[src/design/svm_pkg.sv]
`timescale 1ns / 1ps
// Shared types and fixed-point constants of the space vector modulator.
package svm_pkg;

   // Width of the normalized Q1.15 voltage inputs.
   localparam int VOLT_W = 16;

   // Width of the compare values on the result channel.
   localparam int DUTY_W = 16;

   // Width of the Q3.15 on-time operands, with headroom for the sector sums.
   localparam int X_W = 18;

   // Width of a voltage times a sqrt3 constant.
   localparam int KPROD_W = X_W + VOLT_W;

   // 1/sqrt3 and 2/sqrt3 with 16 fraction bits, truncated.
   localparam logic signed [X_W-1:0] SQRT3_INV  = 18'sd37837;
   localparam logic signed [X_W-1:0] SQRT3_INV2 = 18'sd75674;

   // Period after reset, cut down to the period register width where used.
   localparam logic [31:0] PERIOD_RESET = 32'd4200;

   // Sector numbers of the hexagon.
   typedef enum logic [2:0] {
      SECTOR_1 = 3'd1,
      SECTOR_2 = 3'd2,
      SECTOR_3 = 3'd3,
      SECTOR_4 = 3'd4,
      SECTOR_5 = 3'd5,
      SECTOR_6 = 3'd6
   } sector_type;

endpackage

[src/design/svm_req_if.sv]
`timescale 1ns / 1ps
// Request channel carrying one alpha/beta voltage vector.
interface svm_req_if;
   logic                                valid;
   logic                                ready;
   logic signed [svm_pkg::VOLT_W-1:0]   alpha_voltage;
   logic signed [svm_pkg::VOLT_W-1:0]   beta_voltage;

   modport source (output valid, output alpha_voltage, output beta_voltage, input ready);
   modport sink (input valid, input alpha_voltage, input beta_voltage, output ready);
endinterface

[src/design/svm_rsp_if.sv]
`timescale 1ns / 1ps
// Result channel carrying three phase compare values, the sector and the clamp flag.
interface svm_rsp_if;
   logic                         valid;
   logic                         ready;
   logic [svm_pkg::DUTY_W-1:0]   duty_a;
   logic [svm_pkg::DUTY_W-1:0]   duty_b;
   logic [svm_pkg::DUTY_W-1:0]   duty_c;
   svm_pkg::sector_type          sector;
   logic                         overmodulated;

   modport source (output valid, output duty_a, output duty_b, output duty_c,
                   output sector, output overmodulated, input ready);
   modport sink (input valid, input duty_a, input duty_b, input duty_c,
                 input sector, input overmodulated, output ready);
endinterface

[src/design/svm_sector.sv]
`timescale 1ns / 1ps
// Two pipeline stages: beta scaling by the sqrt3 constants, then sector and on-time operands.
module svm_angle_stage (
   input  logic                               clock,
   input  logic                               reset,
   input  logic                               in_valid,
   output logic                               in_ready,
   input  logic signed [svm_pkg::VOLT_W-1:0]  alpha,
   input  logic signed [svm_pkg::VOLT_W-1:0]  beta,
   output logic                               out_valid,
   input  logic                               out_ready,
   output logic signed [svm_pkg::X_W-1:0]     x_u,
   output logic signed [svm_pkg::X_W-1:0]     x_v,
   output svm_pkg::sector_type                sector
);

   localparam int KW = svm_pkg::KPROD_W;
   localparam int XW = svm_pkg::X_W;

   logic                  s1_valid_ff;
   logic                  s1_ready;
   logic                  s2_valid_ff;
   logic                  s2_ready;

   logic signed [XW-1:0]  alpha_ff;
   logic signed [XW-1:0]  alpha_in;
   logic signed [KW-1:0]  prod3_ff;
   logic signed [KW-1:0]  prod3_in;
   logic signed [KW-1:0]  prod23_ff;
   logic signed [KW-1:0]  prod23_in;

   logic signed [KW-1:0]  adj3;
   logic signed [KW-1:0]  adj23;
   logic signed [XW-1:0]  b3;
   logic signed [XW-1:0]  b23;
   logic signed [XW-1:0]  neg_b3;
   logic                  beta_neg;

   logic signed [XW-1:0]  x_u_ff;
   logic signed [XW-1:0]  x_u_in;
   logic signed [XW-1:0]  x_v_ff;
   logic signed [XW-1:0]  x_v_in;
   svm_pkg::sector_type   sector_ff;
   svm_pkg::sector_type   sector_in;

   // Each stage takes a new request when it is empty or its content moves on.
   assign s2_ready = !s2_valid_ff || out_ready;
   assign s1_ready = !s1_valid_ff || s2_ready;
   assign in_ready = s1_ready;

   always_ff @(posedge clock) begin
      if (reset) begin
         s1_valid_ff <= 1'b0;
         s2_valid_ff <= 1'b0;
      end else begin
         if (s1_ready) begin
            s1_valid_ff <= in_valid;
         end
         if (s2_ready) begin
            s2_valid_ff <= s1_valid_ff;
         end
      end
   end

   // Stage 1: beta times 1/sqrt3 and 2/sqrt3.
   always_comb begin
      alpha_in  = XW'(alpha);
      prod3_in  = svm_pkg::SQRT3_INV * KW'(beta);
      prod23_in = svm_pkg::SQRT3_INV2 * KW'(beta);
   end

   always_ff @(posedge clock) begin
      if (s1_ready && in_valid) begin
         alpha_ff  <= alpha_in;
         prod3_ff  <= prod3_in;
         prod23_ff <= prod23_in;
      end
   end

   // Stage 2: drop 16 fraction bits toward zero, pick the sector and form the operands.
   always_comb begin
      adj3     = prod3_ff + (prod3_ff[KW-1] ? KW'(65535) : KW'(0));
      adj23    = prod23_ff + (prod23_ff[KW-1] ? KW'(65535) : KW'(0));
      b3       = adj3[KW-1:16];
      b23      = adj23[KW-1:16];
      neg_b3   = -b3;
      beta_neg = b3[XW-1] || prod3_ff[KW-1];

      if (!beta_neg) begin
         if (!alpha_ff[XW-1]) begin
            sector_in = (b3 > alpha_ff) ? svm_pkg::SECTOR_2 : svm_pkg::SECTOR_1;
         end else begin
            sector_in = (neg_b3 > alpha_ff) ? svm_pkg::SECTOR_3 : svm_pkg::SECTOR_2;
         end
      end else begin
         if (!alpha_ff[XW-1]) begin
            sector_in = (neg_b3 > alpha_ff) ? svm_pkg::SECTOR_5 : svm_pkg::SECTOR_6;
         end else begin
            sector_in = (b3 > alpha_ff) ? svm_pkg::SECTOR_4 : svm_pkg::SECTOR_5;
         end
      end

      case (sector_in)
         svm_pkg::SECTOR_1: begin
            x_u_in = alpha_ff - b3;
            x_v_in = b23;
         end
         svm_pkg::SECTOR_2: begin
            x_u_in = alpha_ff + b3;
            x_v_in = b3 - alpha_ff;
         end
         svm_pkg::SECTOR_3: begin
            x_u_in = b23;
            x_v_in = neg_b3 - alpha_ff;
         end
         svm_pkg::SECTOR_4: begin
            x_u_in = b3 - alpha_ff;
            x_v_in = -b23;
         end
         svm_pkg::SECTOR_5: begin
            x_u_in = neg_b3 - alpha_ff;
            x_v_in = alpha_ff - b3;
         end
         svm_pkg::SECTOR_6: begin
            x_u_in = -b23;
            x_v_in = alpha_ff + b3;
         end
         default: begin
            x_u_in = '0;
            x_v_in = '0;
         end
      endcase
   end

   always_ff @(posedge clock) begin
      if (s2_ready && s1_valid_ff) begin
         x_u_ff    <= x_u_in;
         x_v_ff    <= x_v_in;
         sector_ff <= sector_in;
      end
   end

   assign out_valid = s2_valid_ff;
   assign x_u       = x_u_ff;
   assign x_v       = x_v_ff;
   assign sector    = sector_ff;

endmodule

[src/design/svm_ontime.sv]
`timescale 1ns / 1ps
// Three pipeline stages: on-time products with the period, their scaling, and the leading phase.
module svm_ontime #(
   parameter int PERIOD_BITS = 16
) (
   input  logic                               clock,
   input  logic                               reset,
   input  logic [PERIOD_BITS-1:0]             period,
   input  logic                               in_valid,
   output logic                               in_ready,
   input  logic signed [svm_pkg::X_W-1:0]     x_u,
   input  logic signed [svm_pkg::X_W-1:0]     x_v,
   input  svm_pkg::sector_type                sector_i,
   output logic                               out_valid,
   input  logic                               out_ready,
   output logic signed [PERIOD_BITS+4:0]      lead,
   output logic signed [PERIOD_BITS+4:0]      first_step,
   output logic signed [PERIOD_BITS+4:0]      both_steps,
   output svm_pkg::sector_type                sector_o
);

   localparam int XW = svm_pkg::X_W;
   localparam int PW = XW + PERIOD_BITS + 1;
   localparam int TW = PW - 15;
   localparam int SW = PERIOD_BITS + 5;

   logic                  s3_valid_ff;
   logic                  s3_ready;
   logic                  s4_valid_ff;
   logic                  s4_ready;
   logic                  s5_valid_ff;
   logic                  s5_ready;

   logic signed [PERIOD_BITS:0]  period_s;
   logic signed [SW-1:0]         period_w;

   logic signed [PW-1:0]  prod_u_ff;
   logic signed [PW-1:0]  prod_u_in;
   logic signed [PW-1:0]  prod_v_ff;
   logic signed [PW-1:0]  prod_v_in;
   svm_pkg::sector_type   sec3_ff;

   logic signed [PW-1:0]  adj_u;
   logic signed [PW-1:0]  adj_v;
   logic signed [TW-1:0]  t_u;
   logic signed [TW-1:0]  t_v;
   logic signed [SW-1:0]  step_ff;
   logic signed [SW-1:0]  step_in;
   logic signed [SW-1:0]  uv_ff;
   logic signed [SW-1:0]  uv_in;
   svm_pkg::sector_type   sec4_ff;

   logic signed [SW-1:0]  total;
   logic signed [SW-1:0]  total_adj;
   logic signed [SW-1:0]  lead_ff;
   logic signed [SW-1:0]  lead_in;
   logic signed [SW-1:0]  step5_ff;
   logic signed [SW-1:0]  uv5_ff;
   svm_pkg::sector_type   sec5_ff;

   assign period_s = signed'({1'b0, period});
   assign period_w = SW'(period_s);

   // Stage handshake: a stage loads when empty or when its content moves on.
   assign s5_ready = !s5_valid_ff || out_ready;
   assign s4_ready = !s4_valid_ff || s5_ready;
   assign s3_ready = !s3_valid_ff || s4_ready;
   assign in_ready = s3_ready;

   always_ff @(posedge clock) begin
      if (reset) begin
         s3_valid_ff <= 1'b0;
         s4_valid_ff <= 1'b0;
         s5_valid_ff <= 1'b0;
      end else begin
         if (s3_ready) begin
            s3_valid_ff <= in_valid;
         end
         if (s4_ready) begin
            s4_valid_ff <= s3_valid_ff;
         end
         if (s5_ready) begin
            s5_valid_ff <= s4_valid_ff;
         end
      end
   end

   // Stage 3: both operands times the period.
   always_comb begin
      prod_u_in = PW'(x_u) * PW'(period_s);
      prod_v_in = PW'(x_v) * PW'(period_s);
   end

   always_ff @(posedge clock) begin
      if (s3_ready && in_valid) begin
         prod_u_ff <= prod_u_in;
         prod_v_ff <= prod_v_in;
         sec3_ff   <= sector_i;
      end
   end

   // Stage 4: drop 15 fraction bits toward zero; odd sectors step by the first on-time.
   always_comb begin
      adj_u = prod_u_ff + (prod_u_ff[PW-1] ? PW'(32767) : PW'(0));
      adj_v = prod_v_ff + (prod_v_ff[PW-1] ? PW'(32767) : PW'(0));
      t_u   = adj_u[PW-1:15];
      t_v   = adj_v[PW-1:15];
      uv_in = SW'(t_u) + SW'(t_v);
      case (sec3_ff)
         svm_pkg::SECTOR_1, svm_pkg::SECTOR_3, svm_pkg::SECTOR_5: begin
            step_in = SW'(t_u);
         end
         default: begin
            step_in = SW'(t_v);
         end
      endcase
   end

   always_ff @(posedge clock) begin
      if (s4_ready && s3_valid_ff) begin
         step_ff <= step_in;
         uv_ff   <= uv_in;
         sec4_ff <= sec3_ff;
      end
   end

   // Stage 5: leading phase is half of period plus both on-times, toward zero.
   always_comb begin
      total     = period_w + uv_ff;
      total_adj = total + SW'(total[SW-1]);
      lead_in   = {total_adj[SW-1], total_adj[SW-1:1]};
   end

   always_ff @(posedge clock) begin
      if (s5_ready && s4_valid_ff) begin
         lead_ff  <= lead_in;
         step5_ff <= step_ff;
         uv5_ff   <= uv_ff;
         sec5_ff  <= sec4_ff;
      end
   end

   assign out_valid  = s5_valid_ff;
   assign lead       = lead_ff;
   assign first_step = step5_ff;
   assign both_steps = uv5_ff;
   assign sector_o   = sec5_ff;

endmodule

[src/design/svm_phase.sv]
`timescale 1ns / 1ps
// Output stage: phase routing by sector, clamping to the period and the result register.
module svm_phase #(
   parameter int PERIOD_BITS = 16
) (
   input  logic                               clock,
   input  logic                               reset,
   input  logic [PERIOD_BITS-1:0]             period,
   input  logic                               in_valid,
   output logic                               in_ready,
   input  logic signed [PERIOD_BITS+4:0]      lead,
   input  logic signed [PERIOD_BITS+4:0]      first_step,
   input  logic signed [PERIOD_BITS+4:0]      both_steps,
   input  svm_pkg::sector_type                sector_i,
   output logic                               out_valid,
   input  logic                               out_ready,
   output logic [svm_pkg::DUTY_W-1:0]         duty_a,
   output logic [svm_pkg::DUTY_W-1:0]         duty_b,
   output logic [svm_pkg::DUTY_W-1:0]         duty_c,
   output svm_pkg::sector_type                sector_o,
   output logic                               overmodulated
);

   localparam int SW = PERIOD_BITS + 5;
   localparam int DW = svm_pkg::DUTY_W;
   localparam int CW = (SW > DW) ? SW : DW;

   logic                  valid_ff;
   logic signed [SW-1:0]  period_w;
   logic signed [SW-1:0]  second;
   logic signed [SW-1:0]  third;
   logic signed [SW-1:0]  raw [3];
   logic signed [CW-1:0]  wide [3];
   logic [DW-1:0]         duty_in [3];
   logic [DW-1:0]         duty_ff [3];
   logic                  ovm_in;
   logic                  ovm_ff;
   svm_pkg::sector_type   sector_ff;

   assign period_w = SW'(signed'({1'b0, period}));
   assign in_ready = !valid_ff || out_ready;

   always_ff @(posedge clock) begin
      if (reset) begin
         valid_ff <= 1'b0;
      end else if (in_ready) begin
         valid_ff <= in_valid;
      end
   end

   // Place the leading phase and its two followers by sector, then saturate.
   always_comb begin
      second = lead - first_step;
      third  = lead - both_steps;
      case (sector_i)
         svm_pkg::SECTOR_1: begin
            raw[0] = lead;   raw[1] = second; raw[2] = third;
         end
         svm_pkg::SECTOR_2: begin
            raw[0] = second; raw[1] = lead;   raw[2] = third;
         end
         svm_pkg::SECTOR_3: begin
            raw[0] = third;  raw[1] = lead;   raw[2] = second;
         end
         svm_pkg::SECTOR_4: begin
            raw[0] = third;  raw[1] = second; raw[2] = lead;
         end
         svm_pkg::SECTOR_5: begin
            raw[0] = second; raw[1] = third;  raw[2] = lead;
         end
         default: begin
            raw[0] = lead;   raw[1] = third;  raw[2] = second;
         end
      endcase

      ovm_in = 1'b0;
      for (int i = 0; i < 3; i++) begin
         if (raw[i] < 0) begin
            wide[i] = '0;
            ovm_in  = 1'b1;
         end else if (raw[i] > period_w) begin
            wide[i] = CW'(period_w);
            ovm_in  = 1'b1;
         end else begin
            wide[i] = CW'(raw[i]);
         end
         duty_in[i] = wide[i][DW-1:0];
      end
   end

   always_ff @(posedge clock) begin
      if (in_ready && in_valid) begin
         duty_ff   <= duty_in;
         ovm_ff    <= ovm_in;
         sector_ff <= sector_i;
      end
   end

   assign out_valid     = valid_ff;
   assign duty_a        = duty_ff[0];
   assign duty_b        = duty_ff[1];
   assign duty_c        = duty_ff[2];
   assign sector_o      = sector_ff;
   assign overmodulated = ovm_ff;

endmodule

[src/design/space_vector_modulation.sv]
`timescale 1ns / 1ps
// Six-sector space vector PWM: top level with the period register and the pipeline.
//
//   Channel    Direction  Handshake                   Carries
//   req_chan   in         valid/ready                 alpha_voltage, beta_voltage (Q1.15)
//   rsp_chan   out        valid/ready                 duty_a, duty_b, duty_c, sector, overmodulated
//   psel ...   in/out     APB setup + access, pready  pwm_period at byte address 0
//
// A request goes through six register stages, in svm_angle_stage, svm_ontime and the result
// register of svm_phase, and one request can be accepted in every cycle while results are taken.
// The depth is set by the two multiplier stages (beta by the sqrt3 constants, operands by
// the period) and the adders between them. Synchronous reset empties the pipeline and
// loads the period with 4200. When the result is not taken, each stage holds until the one
// after it frees up, so bubbles close and req_chan.ready falls only when every stage is full.
module space_vector_modulation #(
   parameter int PERIOD_BITS = 16
) (
   input  logic          clock,
   input  logic          reset,
   svm_req_if.sink       req_chan,
   svm_rsp_if.source     rsp_chan,
   input  logic          psel,
   input  logic          penable,
   input  logic          pwrite,
   input  logic [2:0]    paddr,
   input  logic [31:0]   pwdata,
   output logic [31:0]   prdata,
   output logic          pready
);

   localparam int XW = svm_pkg::X_W;
   localparam int SW = PERIOD_BITS + 5;

   // Register index carried in the word address bit.
   localparam logic REG_PWM_PERIOD = 1'b0;

   logic [PERIOD_BITS-1:0]  period_ff;
   logic [PERIOD_BITS-1:0]  period_in;
   logic                    csr_write;

   logic                    sec_valid;
   logic                    sec_ready;
   logic signed [XW-1:0]    sec_x_u;
   logic signed [XW-1:0]    sec_x_v;
   svm_pkg::sector_type     sec_sector;

   logic                    ont_valid;
   logic                    ont_ready;
   logic signed [SW-1:0]    ont_lead;
   logic signed [SW-1:0]    ont_step;
   logic signed [SW-1:0]    ont_both;
   svm_pkg::sector_type     ont_sector;

   // Configuration port: zero wait states, period register at word zero.
   assign pready    = 1'b1;
   assign csr_write = psel && penable && pwrite && pready
                      && (paddr[2] == REG_PWM_PERIOD);
   assign period_in = pwdata[PERIOD_BITS-1:0];
   assign prdata    = (paddr[2] == REG_PWM_PERIOD) ? 32'(period_ff) : '0;

   always_ff @(posedge clock) begin
      if (reset) begin
         period_ff <= svm_pkg::PERIOD_RESET[PERIOD_BITS-1:0];
      end else if (csr_write) begin
         period_ff <= period_in;
      end
   end

   // Sector choice and on-time operands.
   svm_angle_stage u_sector (
      .clock     (clock),
      .reset     (reset),
      .in_valid  (req_chan.valid),
      .in_ready  (req_chan.ready),
      .alpha     (req_chan.alpha_voltage),
      .beta      (req_chan.beta_voltage),
      .out_valid (sec_valid),
      .out_ready (sec_ready),
      .x_u       (sec_x_u),
      .x_v       (sec_x_v),
      .sector    (sec_sector)
   );

   // On-times scaled by the period and the leading phase.
   svm_ontime #(
      .PERIOD_BITS (PERIOD_BITS)
   ) u_ontime (
      .clock      (clock),
      .reset      (reset),
      .period     (period_ff),
      .in_valid   (sec_valid),
      .in_ready   (sec_ready),
      .x_u        (sec_x_u),
      .x_v        (sec_x_v),
      .sector_i   (sec_sector),
      .out_valid  (ont_valid),
      .out_ready  (ont_ready),
      .lead       (ont_lead),
      .first_step (ont_step),
      .both_steps (ont_both),
      .sector_o   (ont_sector)
   );

   // Phase routing, saturation and the result register.
   svm_phase #(
      .PERIOD_BITS (PERIOD_BITS)
   ) u_phase (
      .clock         (clock),
      .reset         (reset),
      .period        (period_ff),
      .in_valid      (ont_valid),
      .in_ready      (ont_ready),
      .lead          (ont_lead),
      .first_step    (ont_step),
      .both_steps    (ont_both),
      .sector_i      (ont_sector),
      .out_valid     (rsp_chan.valid),
      .out_ready     (rsp_chan.ready),
      .duty_a        (rsp_chan.duty_a),
      .duty_b        (rsp_chan.duty_b),
      .duty_c        (rsp_chan.duty_c),
      .sector_o      (rsp_chan.sector),
      .overmodulated (rsp_chan.overmodulated)
   );

   // The request side only stalls when the result register is full and not taken.
   assert property (@(posedge clock) disable iff (reset)
      !req_chan.ready |-> (rsp_chan.valid && !rsp_chan.ready))
      else $error("request stalled while the result register could move");

   // A clamped result always shows at least one phase at zero or at the period.
   assert property (@(posedge clock) disable iff (reset)
      (rsp_chan.valid && rsp_chan.overmodulated) |->
         (rsp_chan.duty_a == '0 || rsp_chan.duty_a == 16'(period_ff) ||
          rsp_chan.duty_b == '0 || rsp_chan.duty_b == 16'(period_ff) ||
          rsp_chan.duty_c == '0 || rsp_chan.duty_c == 16'(period_ff)))
      else $error("overmodulation flagged without a saturated phase");

   // With a zero period every phase is zero and nothing is clamped.
   assert property (@(posedge clock) disable iff (reset)
      (rsp_chan.valid && period_ff == '0) |->
         (rsp_chan.duty_a == '0 && rsp_chan.duty_b == '0 &&
          rsp_chan.duty_c == '0 && !rsp_chan.overmodulated))
      else $error("nonzero duty with a zero period");

   // The sector on a result is always one of the six.
   assert property (@(posedge clock) disable iff (reset)
      rsp_chan.valid |-> (rsp_chan.sector >= 3'd1 && rsp_chan.sector <= 3'd6))
      else $error("result sector out of range");

endmodule
[src/flat_wrapper.sv]
// flat-port wrapper written by rule: the top's interface ports become plain ports
module space_vector_modulation_flat 
#(
   parameter int PERIOD_BITS = 16
)
  (clock, reset, psel, penable, pwrite, paddr, pwdata, prdata, pready, req_chan_valid, req_chan_alpha_voltage, req_chan_beta_voltage, req_chan_ready, rsp_chan_valid, rsp_chan_duty_a, rsp_chan_duty_b, rsp_chan_duty_c, rsp_chan_sector, rsp_chan_overmodulated, rsp_chan_ready);
  svm_req_if req_chan_i ();
  svm_rsp_if rsp_chan_i ();
  input  logic clock;
  input  logic reset;
  input  logic psel;
  input  logic penable;
  input  logic pwrite;
  input  logic [2:0] paddr;
  input  logic [31:0] pwdata;
  output logic [31:0] prdata;
  output logic pready;
  input wire logic [$bits(req_chan_i.valid)-1:0] req_chan_valid;
  input wire logic [$bits(req_chan_i.alpha_voltage)-1:0] req_chan_alpha_voltage;
  input wire logic [$bits(req_chan_i.beta_voltage)-1:0] req_chan_beta_voltage;
  output wire logic [$bits(req_chan_i.ready)-1:0] req_chan_ready;
  output wire logic [$bits(rsp_chan_i.valid)-1:0] rsp_chan_valid;
  output wire logic [$bits(rsp_chan_i.duty_a)-1:0] rsp_chan_duty_a;
  output wire logic [$bits(rsp_chan_i.duty_b)-1:0] rsp_chan_duty_b;
  output wire logic [$bits(rsp_chan_i.duty_c)-1:0] rsp_chan_duty_c;
  output wire logic [$bits(rsp_chan_i.sector)-1:0] rsp_chan_sector;
  output wire logic [$bits(rsp_chan_i.overmodulated)-1:0] rsp_chan_overmodulated;
  input wire logic [$bits(rsp_chan_i.ready)-1:0] rsp_chan_ready;
  assign req_chan_i.valid = req_chan_valid;
  assign req_chan_i.alpha_voltage = req_chan_alpha_voltage;
  assign req_chan_i.beta_voltage = req_chan_beta_voltage;
  assign req_chan_ready = req_chan_i.ready;
  assign rsp_chan_valid = rsp_chan_i.valid;
  assign rsp_chan_duty_a = rsp_chan_i.duty_a;
  assign rsp_chan_duty_b = rsp_chan_i.duty_b;
  assign rsp_chan_duty_c = rsp_chan_i.duty_c;
  assign rsp_chan_sector = rsp_chan_i.sector;
  assign rsp_chan_overmodulated = rsp_chan_i.overmodulated;
  assign rsp_chan_i.ready = rsp_chan_ready;
  space_vector_modulation #(.PERIOD_BITS(PERIOD_BITS)) u_core (.clock(clock), .reset(reset), .req_chan(req_chan_i), .rsp_chan(rsp_chan_i), .psel(psel), .penable(penable), .pwrite(pwrite), .paddr(paddr), .pwdata(pwdata), .prdata(prdata), .pready(pready));
endmodule
[config.mk]
export PLATFORM = sky130hd
export DESIGN_NAME = space_vector_modulation_flat
export DESIGN_NICKNAME = d
export VERILOG_FILES = /design/src/design/svm_pkg.sv /design/src/design/svm_req_if.sv /design/src/design/svm_rsp_if.sv /design/src/design/svm_sector.sv /design/src/design/svm_ontime.sv /design/src/design/svm_phase.sv /design/src/design/space_vector_modulation.sv /design/src/flat_wrapper.sv
export SDC_FILE = /design/constraint.sdc
export NUM_CORES = 2
export LEC_CHECK = 0
export BUFFER_PORTS_ARGS = -buffer_cell sky130_fd_sc_hd__buf_2
export CORE_UTILIZATION = 30
export DETAILED_ROUTE_END_ITERATION = 8
export PLACE_DENSITY_LB_ADDON = 0.12
export SYNTH_ARGS = -nofsm -noshare
export SYNTH_HDL_FRONTEND = slang
export SYNTH_HIERARCHICAL = 1
export SYNTH_SLANG_ARGS = --single-unit
[constraint.sdc]
create_clock -name clock -period 10.4 [get_ports clock]
set_input_delay 2.08 -clock clock [delete_from_list [all_inputs] [get_ports clock]]
set_output_delay 2.08 -clock clock [all_outputs]
set_load 0.01 [all_outputs]
==> key figures <==
CTS
  • Htree depth: 2
  • Post_cts resized: 0
  • CTS Hold Buffers Added: 0
  • Clk Latency, worst-skew pair: 0.66 ns
  • Clk root buf: clkbuf_16
  • Clock Tree Buf Depth: 3
  • Postcts setup bufs: 0
  • Clock transition at path regs: 0.06 ns
  • Clock sinks: 343
  • Num CTS Buffers: 50
  • CTS tree: yes

Pwr
  • Power Density: 343 nW/µm²
  • Leak: 27.3 nW
  • Peak VDD IR: 330 µV
  • Final Power: 0.0204 W

Critical path
  • CP arrival: 8.89 ns
  • Buf/Inv on CP: 3
  • Worst EP required: 10.75 ns
  • FF-to-FF setup slack: 1.86 ns
  • Critical path peak fanout: 20
  • CP delay by family, top: compound AO/OA/AOI/OAI gates
  • Critical path class: flip-flop to flip-flop
  • Worst setup EP type: flip-flop
  • Delay of the slowest critical-path stage: 0.99 ns
  • Critical path's slowest cell: edfxtp_1
  • Startpoint Class: flip-flop
  • Most frequent CP cell: ha_1

Timing
  • Final Hold Fails: 0
  • Max_slew headroom: 0.194
  • Clk_skew: 0.0187 ns
  • Post-route clock period utilization: 0.822
  • # setup viols final: 0
  • Sum Neg Setup Slack: 0 ns
  • Unrepaired setup endpoints after global routing: no
  • Slew Limit Fails: 0
  • Transition time at the pin with the least slew margin: 1.20 ns
  • Fmax: 117 MHz
  • Final hold slack: 0.417 ns
  • Fin crit period: 8.54 ns

Route
  • DRC: 0
  • Drt initial violations: 2290
  • Vias per Instance: 4.97
  • DRT antenna net count: 0
  • Avg WL per Cell: 20.3 µm
  • DR pass1 iterations: 6
  • Routed via count: 41700
  • Detailed Route WL: 170000 µm

Logic synthesis
  • Register area share after synthesis: 0.185
  • Adder-Cell Fraction of Synth Area: 0.375
  • Post-Syn Area: 54600 µm²
  • Largest family of logic cells by synthesized area: adder cells
  • Post-synthesis simple-gate area fraction: 0.141
  • Synth warn: 6
  • Seq cells post-synth: 343
  • Synth Area in Compound Gates: 0.138
  • FFs w/ async S/R, synth: 0
  • Post-synth EDFFs: 321
  • Post-synthesis cell count: 5963
  • Main flop type after synthesis: edfxtp_1
  • Post-synthesis mux area share: 0.0171
  • Synth unique cells: 121
  • Post-Synth XOR/XNOR Area: 0.0532
  • Syn_area_per_cell: 9.15 µm²

Cells and area
  • Layout cell share with drive strength beyond 1: 0.0721
  • Fin nets: 7289
  • Commonest non-fill, non-tap cells in the layout: inv_1, fa_1, nand2_1, ha_1, edfxtp_1
  • Fin cells: 8394
  • Post-route cell area: 59500 µm²
  • Most common cell after layout, fill and taps aside: inv_1
  • Area Overhead vs Synth: 9.00%

Global routing
  • GRT overflow: 0
  • Vias in the first global route: 43400
  • First-pass GRT wire length: 264000 µm
  • Overall routing resource usage: 0.185
  • Largest net degree at the start of global routing: 74
  • Initial antenna violation count: 9

Status
  • Outcome: finished, final reports clean

Placement
  • Routability congestion estimate: 0.905
  • Placed insts: 8299
  • Dpl hpwl: 134000 µm
  • PortBufs: 125
  • Placed instance area: 57800 µm²

Floorplanning
  • Die Y: 429 µm
  • Site Rows: 156
  • Die W: 429 µm
  • Die ar.: 184000 µm²
  • Floorplan core area: 181000 µm²
  • Initial Util: 0.302
  • I/O pin total: 161

Worst hold path
  • Hold WC Path Type: flip-flop to flip-flop

Flow run
  • Max-Cap Viols: 0
[sequential cells by signal, indices dropped and copies added (netlist names), 18 cells and up]
name                        flops
u_core/u_ontime/both_steps     21
u_core/u_ontime/first_step     20
u_core/u_ontime/lead           20
u_core/u_ontime/prod_u_ff      35
u_core/u_ontime/prod_v_ff      35
u_core/u_ontime/step_ff        20
u_core/u_ontime/uv_ff          21
u_core/u_sector/prod23_ff      33
u_core/u_sector/x_u            18
u_core/u_sector/x_v            18
[layout make-up]
class,count,area [µm²]
clock buffers,56,1330
inverters,1027,3850
fillers,19000,121000
clock inverters,37,388
repair buffers,199,1180
flip-flops and latches,343,10100
well taps,2370,2970
diodes,2,5.00
multi-input cells,4360,39700
[worst paths after layout]
kind | cells past startpoint | endpoint | startpoint
hold reg to reg | 0 | u_core/u_ontime/first_step[15] | u_core/u_ontime/step_ff[15]
setup / recovery | 27 | u_core/u_sector/x_u[14] | u_core/u_sector/prod23_ff[33]
hold / removal | 0 | u_core/u_ontime/first_step[15] | u_core/u_ontime/step_ff[15]
setup reg to reg | 27 | u_core/u_sector/x_u[14] | u_core/u_sector/prod23_ff[33]
[routing by layer]
metal  track usage  up-vias  part of all wire
li1              -    19800                 -
met5             0        -          0.000076
met2         0.314      817              0.47
met3        0.0161      198             0.033
met4        0.0569        2             0.033
met1         0.250    20900              0.46
[Yosys cell counts, types with 23 or more instances]
library cell	n	area, µm²
inv_1	1024	3840
fa_1	671	13400
nand2_1	603	2260
ha_1	563	7040
edfxtp_1	321	9640
nor2_1	305	1140
a21oi_1	264	1320
and2_1	252	1580
xnor2_1	226	1980
o21ai_0	194	971
clkbuf_1	177	664
xor2_1	98	858
a21o_1	93	698
nand3_1	77	385
mux2i_1	66	661
a211oi_1	63	473
nand2b_1	62	388
nor3_1	58	290
nor2b_1	56	350
o221ai_1	46	403
o21a_1	44	330
o22ai_1	43	269
a221oi_1	37	324
nand4_1	37	231
o211ai_1	34	255
o21bai_1	34	255
a31oi_1	33	206
and3_1	33	206
buf_2	28	140
buf_4	25	188
mux2_2	23	259
[through the flow]
step / util / worst slack, ns
CTS: 0.329 / 1.71
global placement: 0.320 / 1.86
finish: 0.329 / 1.86
detailed placement: 0.320 / 1.76
floorplan: - / 2.87
global route: 0.329 / 1.14
[logic make-up after synthesis]
group           count (synthesis)
buf+inv                      1275
compound gates               1101
xor+xnor                      328
mux                            90
other cells                     2
simple gates                 1590
flops                         343
fa+ha+maj                    1234
[power by group]
part / total [W] / internal (W) / switching (W)
logic: 0.0157 / 0.00640 / 0.00928
registers: 0.00291 / 0.00249 / 0.000426
clock network: 0.00179 / 0.00105 / 0.000741
Power figures use the tool's default switching activity.
